`config.mk`:
```
export PLATFORM = sky130hd
export DESIGN_NAME = float_half_conversion
export DESIGN_NICKNAME = d
export VERILOG_FILES = /design/src/fhc_pkg.sv /design/src/fhc_single_to_half.sv /design/src/fhc_half_to_single.sv /design/src/float_half_conversion.sv
export VERILOG_INCLUDE_DIRS = /design/src /design/src/src
export SDC_FILE = /design/constraint.sdc
export NUM_CORES = 1
export LEC_CHECK = 0
export BUFFER_PORTS_ARGS = -buffer_cell sky130_fd_sc_hd__buf_2
export CAP_MARGIN = 20
export CELL_PAD_IN_SITES_DETAIL_PLACEMENT = 1
export CELL_PAD_IN_SITES_GLOBAL_PLACEMENT = 2
export CORE_UTILIZATION = 41
export CTS_CLUSTER_DIAMETER = 60
export DETAILED_ROUTE_END_ITERATION = 8
export PLACE_DENSITY_LB_ADDON = 0.05
export SLEW_MARGIN = 5
export SYNTH_ARGS = -nofsm -noshare
export SYNTH_HDL_FRONTEND = slang
export SYNTH_HIERARCHICAL = 1
export SYNTH_SLANG_ARGS = --single-unit
```
`constraint.sdc`:
```
create_clock -name aclk -period 5.12 [get_ports aclk]
set_clock_uncertainty 0.1 [all_clocks]
set_input_delay 1.024 -clock aclk [delete_from_list [all_inputs] [get_ports aclk]]
set_output_delay 1.024 -clock aclk [all_outputs]
set_load 0.02 [all_outputs]
```
`src/float_half_conversion_defines.svh`:
```
// ---------------------------------------------------------------------------
// float_half_conversion_defines
// Assertion macros shared by the float/half converter RTL.
// ---------------------------------------------------------------------------
`ifndef FLOAT_HALF_CONVERSION_DEFINES_SVH
`define FLOAT_HALF_CONVERSION_DEFINES_SVH

// Same-cycle implication, disabled while reset is asserted.
`define FHC_ASSERT_NOW(label, clk, rstn, ante, cons) \
    label: assert property (@(posedge clk) disable iff (!(rstn)) (ante) |-> (cons)) \
        else $error("float_half_conversion: assertion failed");

// Next-cycle implication, disabled while reset is asserted.
`define FHC_ASSERT_NEXT(label, clk, rstn, ante, cons) \
    label: assert property (@(posedge clk) disable iff (!(rstn)) (ante) |=> (cons)) \
        else $error("float_half_conversion: assertion failed");

`endif

```
`src/fhc_pkg.sv`:
```
// ---------------------------------------------------------------------------
// fhc_pkg
// Types and constants shared by the float/half converter modules.
// ---------------------------------------------------------------------------
`timescale 1ns / 1ps
`default_nettype none

package fhc_pkg;

    // Single precision word and half precision word.
    typedef logic [31:0] word_t;
    typedef logic [15:0] half_t;

    // Conversion direction carried in tuser.
    typedef enum logic [0:0] {
        OP_S2H = 1'b0,
        OP_H2S = 1'b1
    } op_t;

    // Single to half: biased exponents in this range give a half denormal
    // that still holds some mantissa bits; below it the result is zero.
    localparam logic [7:0] S2H_DENORM_MAX_EXP = 8'd112;
    localparam logic [7:0] S2H_DENORM_MIN_EXP = 8'd103;
    localparam logic [7:0] S2H_DENORM_BASE    = 8'd113;

    // Half to single: exponent rebias, and the exponent of a normalized
    // half denormal whose leading one sits at mantissa bit 0.
    localparam logic [7:0] H2S_BIAS_ADJ       = 8'd112;
    localparam logic [7:0] H2S_DENORM_EXP_LO  = 8'd103;

endpackage

`default_nettype wire

```
`src/fhc_single_to_half.sv`:
```
// ---------------------------------------------------------------------------
// fhc_single_to_half
// Truncating single to half conversion, pure combinational logic.
// ---------------------------------------------------------------------------
`timescale 1ns / 1ps
`default_nettype none

module fhc_single_to_half
    import fhc_pkg::*;
(
    input  word_t value_bits,
    output word_t result_bits
);

    logic [7:0]  exp_f;
    logic [10:0] mant_top;
    logic [3:0]  shift_amt;
    logic [10:0] shifted;
    logic [13:0] low14;

    assign exp_f    = value_bits[30:23];
    assign mant_top = {1'b1, value_bits[22:13]};

    // Denormal shift; only small shifts keep any bits.
    assign shift_amt = 4'(S2H_DENORM_BASE - exp_f);
    assign shifted   = mant_top >> shift_amt;

    // Exponent field and mantissa, or denormal mantissa.
    always_comb begin
        if (exp_f <= S2H_DENORM_MAX_EXP) begin
            if (exp_f >= S2H_DENORM_MIN_EXP) begin
                low14 = {4'b0, shifted[9:0]};
            end else begin
                low14 = '0;
            end
        end else begin
            low14 = value_bits[26:13];
        end
    end

    // Sign and exponent bit 7 go to the top two half bits.
    assign result_bits = {16'b0, value_bits[31:30], low14};

endmodule

`default_nettype wire

```
`src/fhc_half_to_single.sv`:
```
// ---------------------------------------------------------------------------
// fhc_half_to_single
// Half to single conversion with denormal normalization, combinational.
// ---------------------------------------------------------------------------
`timescale 1ns / 1ps
`default_nettype none

module fhc_half_to_single
    import fhc_pkg::*;
(
    input  half_t half_bits,
    output word_t result_bits
);

    // Position of the highest set bit of a 10-bit mantissa.
    function automatic logic [3:0] msb_index(input logic [9:0] m);
        logic [3:0] idx;
        idx = '0;
        for (int i = 0; i < 10; i++) begin
            if (m[i]) begin
                idx = 4'(i);
            end
        end
        return idx;
    endfunction

    logic [4:0] exp_h;
    logic [9:0] mant_h;
    logic [3:0] msb;
    logic [3:0] norm_shift;
    logic [9:0] norm_mant;
    logic [7:0] norm_exp;
    logic [7:0] rebias_exp;

    assign exp_h  = half_bits[14:10];
    assign mant_h = half_bits[9:0];

    // Normalize a denormal so that its leading one becomes the hidden bit.
    assign msb        = msb_index(mant_h);
    assign norm_shift = 4'd10 - msb;
    assign norm_mant  = mant_h << norm_shift;
    assign norm_exp   = H2S_DENORM_EXP_LO + {4'b0, msb};

    // Normal halves just get the exponent rebiased.
    assign rebias_exp = {3'b0, exp_h} + H2S_BIAS_ADJ;

    always_comb begin
        if (exp_h != '0) begin
            result_bits = {half_bits[15], rebias_exp, mant_h, 13'b0};
        end else if (mant_h != '0) begin
            result_bits = {half_bits[15], norm_exp, norm_mant, 13'b0};
        end else begin
            result_bits = {half_bits[15], 31'b0};
        end
    end

endmodule

`default_nettype wire

```
`src/float_half_conversion.sv`:
```
// A word accepted into the input register is converted combinationally and
// moves to the output register that drives m_tdata when the output stage is free.
// Throughput: one word per cycle while m_tready is high; one input register, the
// converters and one output register form a two-stage pipeline with chained ready.
// Reset: aresetn low at a clock edge empties both stages; words in flight are
// dropped and m_tvalid goes low.
// ---------------------------------------------------------------------------
// float_half_conversion
// Streaming single/half precision bit-pattern converter, either direction.
// ---------------------------------------------------------------------------
`timescale 1ns / 1ps
`default_nettype none

`include "float_half_conversion_defines.svh"

module float_half_conversion
    import fhc_pkg::*;
(
    input  wire logic        aclk,
    input  wire logic        aresetn,

    input  wire logic        s_tvalid,
    output logic             s_tready,
    input  wire logic [31:0] s_tdata,   // [31:0] value_bits
    input  wire logic        s_tuser,   // [0] operation

    output logic             m_tvalid,
    input  wire logic        m_tready,
    output logic [31:0]      m_tdata    // [31:0] result_bits
);

    logic  in_valid_reg, in_valid_next;
    op_t   in_op_reg,    in_op_next;
    word_t in_data_reg,  in_data_next;
    logic  out_valid_reg, out_valid_next;
    word_t out_data_reg,  out_data_next;

    logic  out_free;
    logic  in_load;
    logic  advance;
    word_t s2h_result;
    word_t h2f_result;
    word_t conv_result;

    // Stage handshake: the output stage is free when empty or being read.
    assign out_free = !out_valid_reg || m_tready;
    assign advance  = in_valid_reg && out_free;
    assign s_tready = !in_valid_reg || out_free;
    assign in_load  = s_tvalid && s_tready;

    // Converters.
    fhc_single_to_half u_s2h (
        .value_bits  (in_data_reg),
        .result_bits (s2h_result)
    );

    fhc_half_to_single u_h2f (
        .half_bits   (in_data_reg[15:0]),
        .result_bits (h2f_result)
    );

    assign conv_result = (in_op_reg == OP_H2S) ? h2f_result : s2h_result;

    // Input stage next values.
    always_comb begin
        in_valid_next = in_valid_reg;
        in_op_next    = in_op_reg;
        in_data_next  = in_data_reg;
        if (in_load) begin
            in_valid_next = 1'b1;
            in_op_next    = op_t'(s_tuser);
            in_data_next  = s_tdata;
        end else if (advance) begin
            in_valid_next = 1'b0;
        end
    end

    // Output stage next values.
    always_comb begin
        out_valid_next = out_valid_reg;
        out_data_next  = out_data_reg;
        if (advance) begin
            out_valid_next = 1'b1;
            out_data_next  = conv_result;
        end else if (m_tready) begin
            out_valid_next = 1'b0;
        end
    end

    // Valid flags are cleared by reset; payload registers are not.
    always_ff @(posedge aclk) begin
        if (!aresetn) begin
            in_valid_reg  <= 1'b0;
            out_valid_reg <= 1'b0;
        end else begin
            in_valid_reg  <= in_valid_next;
            out_valid_reg <= out_valid_next;
        end
    end

    always_ff @(posedge aclk) begin
        in_op_reg    <= in_op_next;
        in_data_reg  <= in_data_next;
        out_data_reg <= out_data_next;
    end

    assign m_tvalid = out_valid_reg;
    assign m_tdata  = out_data_reg;

    // A word leaving the input stage always lands in the output stage.
    `FHC_ASSERT_NEXT(a_advance_fills_out, aclk, aresetn, advance, m_tvalid)

    // A blocked input stage keeps its word.
    `FHC_ASSERT_NEXT(a_in_stage_holds, aclk, aresetn,
        in_valid_reg && !out_free, in_valid_reg && $stable(in_data_reg))

    // A half result never has upper bits set.
    `FHC_ASSERT_NEXT(a_s2h_upper_zero, aclk, aresetn,
        advance && (in_op_reg == OP_S2H), m_tdata[31:16] == 16'b0)

    // A nonzero half magnitude converts to a nonzero single exponent.
    `FHC_ASSERT_NEXT(a_h2f_exp_nonzero, aclk, aresetn,
        advance && (in_op_reg == OP_H2S) && (in_data_reg[14:0] != 15'b0),
        m_tdata[30:23] != 8'b0)

endmodule

`default_nettype wire

```
Yosys cells after proc, flatten, opt, wreduce, memory -nomap -nowiden
Cells that the tools add are included.

Add/subtract/negate cells: 4. Multipliers: 0. Div/mod/pow operators: 0. Magnitude comparators: 2. Equal/unequal tests: 0. Shift-type cells: 2. Mux-type cells: 18. Bitwise gates (word level): 0. Reduce and logical (&&, ||, !) cells: 10.

Operators with widths (number): 2-to-1 mux 31 bit (2); 2-to-1 mux 16 bit (1); 2-to-1 mux 14 bit (1); 2-to-1 mux 3 bit (4); right shift 11 x 4 -> 10 bit (1); 2-to-1 mux 10 bit (1); nonzero test 10 bit (1); << shifter 10 x 4 -> 10 bit (1); adder 5 x 7 -> 8 bit (second input constant) (1); adder 7 x 4 -> 8 bit (first input constant) (1); >= comparator 8 x 7 -> 1 bit (second input constant) (1); <= comparator 8 x 7 -> 1 bit (second input constant) (1); 2-to-1 mux 4 bit (2); 2-to-1 mux 1 bit (5); nonzero test 5 bit (1); 2-to-1 mux 2 bit (2); nonzero test 2 bit (2); subtractor 1 x 4 -> 4 bit (first input constant) (1); subtractor 4 bit (first input constant) (1); logical AND 1 bit (2); logical NOT 1 bit (2); logical OR 1 bit (2).

Bits in registers: 67. Bits in latches: 0. Bits in writable memories: 0. Memory bits (read-only): 0. Bits of input ports: 37. Output and inout port bits: 34. Logic and storage cells: 42. Memories kept: 0.

Logic depth before layout (Yosys ltp)
Word-level depth: 14. Depth in mapped cells: 13. Depth with buffers taken out: 10.

Modules after synthesis
The synthesis kept the hierarchy.

By module, submodules not included: float_half_conversion (instances 1, cells an instance 110, area each 2580.0 um2, sequential area each 1991.9 um2); fhc_half_to_single (instances 1, cells an instance 143, area each 967.2 um2, sequential area each 0.0 um2); fhc_single_to_half (instances 1, cells an instance 103, area each 807.0 um2, sequential area each 0.0 um2).

Worst setup path before layout
Ideal clock, no wire load.

Path type: register to register. Start point: register in_data_reg[5]. End point: register out_data_reg[22], in the netlist m_tdata[22], data pin. Setup time: 0.260 ns. Data arrival time: 2.929 ns. Data required time: 4.760 ns. Path slack: 1.831 ns. Cell stages (with the launch flop): 13. Path buffers: 2. Clock period less this slack: 3.289 ns. Path through: edfxtp_1 > nor3b_1 > or3_1 > buf_2 > nor2_4 > inv_1 > ha_1 > or3_1 > and2_1 > buf_2 > o41ai_1 > o211ai_1 > mux2_4.

Longest elaborated chain between the ends: 9. Elaborated cells on any way between the ends: 10. Classes of those cells: add/sub: 1; shift: 1; mux: 7; reduce/logical: 1.

RTL lines: start: declaration (RTL line float_half_conversion.sv:34) `word_t in_data_reg, in_data_next;`; start signal: assignment (RTL line float_half_conversion.sv:103) `in_data_reg <= in_data_next;`; 2-to-1 mux 3 bit (3 in a row) (RTL line fhc_half_to_single.sv:20) `if (m[i]) begin`; 2-to-1 mux 4 bit (2 in a row) (RTL line fhc_half_to_single.sv:20); subtractor 4 bit (RTL line fhc_half_to_single.sv:40) `assign norm_shift = 4'd10 - msb;`; << shifter 10 x 4 -> 10 bit (RTL line fhc_half_to_single.sv:41) `assign norm_mant = mant_h << norm_shift;`; 2-to-1 mux 31 bit (*) (RTL line fhc_half_to_single.sv:50) `end else if (mant_h != '0) begin`; 2-to-1 mux 31 bit (*) (RTL line fhc_half_to_single.sv:48) `if (exp_h != '0) begin`; via h2f_result[22] (RTL line float_half_conversion.sv:42) `word_t h2f_result;`; end signal: assignment (RTL line float_half_conversion.sv:104) `out_data_reg <= out_data_next;`; end: declaration (RTL line float_half_conversion.sv:36) `word_t out_data_reg, out_data_next;`.

The timed path passes the listed nets; every way through them passes the cells marked *. A chain may end at the register's enable or synchronous reset.

Worst setup path after layout
Start point: register in_data_reg[9]. End point: register out_data_reg[22], in the netlist m_tdata[22], data pin.

Longest elaborated chain between the ends: 5. Elaborated cells on any way between the ends: 6. Classes of those cells: add/sub: 1; shift: 1; mux: 3; reduce/logical: 1.

RTL lines (RTL line): 2-to-1 mux 4 bit (fhc_half_to_single.sv:20); subtractor 4 bit (fhc_half_to_single.sv:40); << shifter 10 x 4 -> 10 bit (fhc_half_to_single.sv:41); 2-to-1 mux 31 bit (fhc_half_to_single.sv:50); 2-to-1 mux 31 bit (*) (fhc_half_to_single.sv:48); via h2f_result[22] (float_half_conversion.sv:42).

Marks and branches as above.

==> results.cfg <==
[logic_synthesis]
synth_edf_count = 65
synth_area_leaders = edfxtp_1 45%, mux2_4 10%, buf_4 5.9%, mux2i_1 2.5%, nand2_1 1.6%
synth_common_cells = 65 x edfxtp_1, 34 x buf_4, 30 x mux2_4, 19 x nand2_1, 15 x nor2_1
syn_area_um2 = 4350
syn_inst = 356
avgSynthCellArea_um2 = 12.2
yosysTopAreaCellShare_pct = 44.8
synth_top_area_cell = edfxtp_1
ys.flop_type = edfxtp_1
synth_warnings = 6
ys_async_sr_fraction_pct = 0
synth.distinct_cells = 72
ys_ff_latch = 67
yosysMostFrequentCell = edfxtp_1
ys_seq_area_share_pct = 45.7

[drt]
routed_wl_um = 9900
vias = 2943
routed_via_density = 5.29
dr.first_iter.drc_count = 195
antenna_left = 0
drc_errors = 0
dr.pass1.iters = 4
routedWlPerCell_um = 17.8

[final_layout]
nNetsFinal = 455
area_growth_syn_to_layout_pct = 12.0
fillers = 1130
layout-drive-gt1-share_pct = 35.0
n_antenna_cell = 0

[setup_path]
critPathSlowestCell = edfxtp_1
cp.depth = 10
critical_path_buf_inv_count = 1
r2r_start = in_data_reg[9]$_DFFE_PP_
critPathCaptureType = flip-flop
critical_path_peak_fanout = 15
worstPathArrival_ns = 3.92
required_ns = 5.12
crit_chain = nor2b_4, a2111oi_4, nor2_4, ha_1, clkinv_1, nand2_1, a21oi_1, o41ai_1, o211ai_1, mux2_4
slowest_delay_ns = 0.63
r2r_slack_ns = 1.19
timing.rr.end = m_tdata[22]$_DFFE_PP_
crit_family = compound AO/OA/AOI/OAI gates
worstSetupPathType = flip-flop to flip-flop
cp-endpoint = m_tdata[22]$_DFFE_PP_
startpoint_type = flip-flop
reg2reg_depth = 10
critical_path.startpoint = in_data_reg[9]$_DFFE_PP_

[sta]
setup_tns_ns = 0
worst_pin_slew_ns = 1.05
rsz0062_at_grt = false
slew_headroom_pct = 29.6
finalCritPeriodShare_pct = 76.7
finalSetupViolations = 0
fmax_mhz = 255
hold_viol = 0
drv_slew = 0
finalCriticalPeriod_ns = 3.93

[clock_tree]
cts_hold_buf = 0
cts_tree = done
clk_path_buf_depth = 2
cts_buffers = 9
cts_setup_buffers = 0
cts.clk_slew.worst_paths_ns = 0.08
h-tree-depth = 3
clock_latency_ns = 0.34
cts-root-buf = clkbuf_8
cts_resized = 0
clock-sinks = 67

[run]
maxCapViolCount = 0

[hold_path]
hp-class = flip-flop to flip-flop

[die]
die_w_um = 105
core_area_um2 = 10300
die_area_um2 = 11000
die_h_um = 105
pin_count = 71
num_rows = 37
initial_core_util_pct = 42.2

[pwr]
power_density_nw_per_um2 = 300
p_leak_nw = 1.95
total_power_mw = 1.46
vdd_drop_max_mv = 0.155

[global_routing]
grt_pass1_vias = 2816
grt-ovfl-total = 0
grt_max_degree = 34
grt_pass1_wl_um = 15600
grtUsageTotal_pct = 18.5
grt_antenna_before_repair = 0

[placed_design]
portBuffers = 70
place_hpwl_um = 7290
place.gp.congestion = 0.926

[status]
status = finished clean
-- tightest hold or removal path: cells and delay by family, from the launching register on --
kind	cells	cell delay [ns]
flops	1	0.32
simple gates	1	0.10
compound gates	1	0.08
-- through the flow --
step,util [%],cells,setup slack (ns),hold slack [ns],instance area (um2)
final,47.3,556,1.19,0.444,4880
after global routing,47.3,556,0.950,0.488,4880
after CTS,47.1,555,1.23,0.452,4860
after detailed placement,44.7,539,1.27,0.435,4610
after global placement,44.7,539,1.29,0.434,4610
after floorplan,-,383,1.83,0.377,4460
-- report_power, final --
group          switching (mW)  internal [mW]  total, mW  leakage [nW]
logic                   0.135          0.110      0.246          1.19
clock network           0.219          0.328      0.547         0.120
registers              0.0312          0.640      0.671         0.640
total                   0.386           1.08       1.46          1.95
-- worst min path at each step --
stage                               from                        end  slack, ns  cells after the start
4_1_cts            m_tvalid$_SDFFE_PN0P_  in_valid_reg$_SDFFE_PN0P_       0.45                      2
6_report           m_tvalid$_SDFFE_PN0P_  in_valid_reg$_SDFFE_PN0P_       0.44                      2
5_1_grt        in_data_reg[31]$_DFFE_PP_      m_tdata[15]$_DFFE_PP_       0.49                      1
3_5_place_dp       m_tvalid$_SDFFE_PN0P_  in_valid_reg$_SDFFE_PN0P_       0.44                      2
2_1_floorplan  in_valid_reg$_SDFFE_PN0P_      m_tvalid$_SDFFE_PN0P_       0.38                      1
3_3_place_gp       m_tvalid$_SDFFE_PN0P_  in_valid_reg$_SDFFE_PN0P_       0.43                      2
-- cells by family (layout without fill, tap and decap cells) --
logic type / Yosys count / count (layout) / synth area share [%]
AOI/OAI and AO/OA: 78 / 78 / 14.8
xor gates and xnor gates: 3 / 3 / 0.604
adders and majority gates: 3 / 3 / 0.862
buffers and inverters: 65 / 102 / 10.2
DFF: 67 / 67 / 45.7
muxes: 51 / 51 / 16.6
other: 2 / 29 / 0.172
and+or+nand+nor: 87 / 87 / 11.1
-- layout make-up --
class	instances	area, um2	area share [%]
sequential	67	1990	40.8
tap	136	170	3.49
multi-input combinational	251	2030	41.7
clock inverter	7	124	2.54
timing repair buffer	73	385	7.90
clock buffer	9	124	2.54
inverter	13	48.8	1.00
-- routing by layer --
metal / vias up / part of all wire [%] / global-route usage (%)
met2: 94 / 41 / 26.3
met5: - / 0 / 0
met1: 1415 / 53 / 28.1
met3: 9 / 5.1 / 3.74
li1: 1425 / - / -
met4: 0 / 1.1 / 5.43
-- cell usage in the layout, fill, tap and decap left out, types with 3 or more instances in the layout --
cell	n
o211ai_1	3
o21a_1	3
or3_1	5
o21ai_0	11
and2_1	5
bufinv_16	3
edfxtp_1	65
inv_1	12
mux2i_1	11
mux2_2	6
ha_1	3
nand3_1	8
mux2_4	30
nor2b_1	5
conb_1	29
buf_2	70
a211oi_1	5
o2111ai_1	4
nor2_1	15
nand2b_1	3
a21oi_1	8
nand4_1	5
nand2_1	19
mux4_2	3
clkbuf_8	9
o221ai_1	4
nor3_1	10
(Power assumes the default switching activity.)
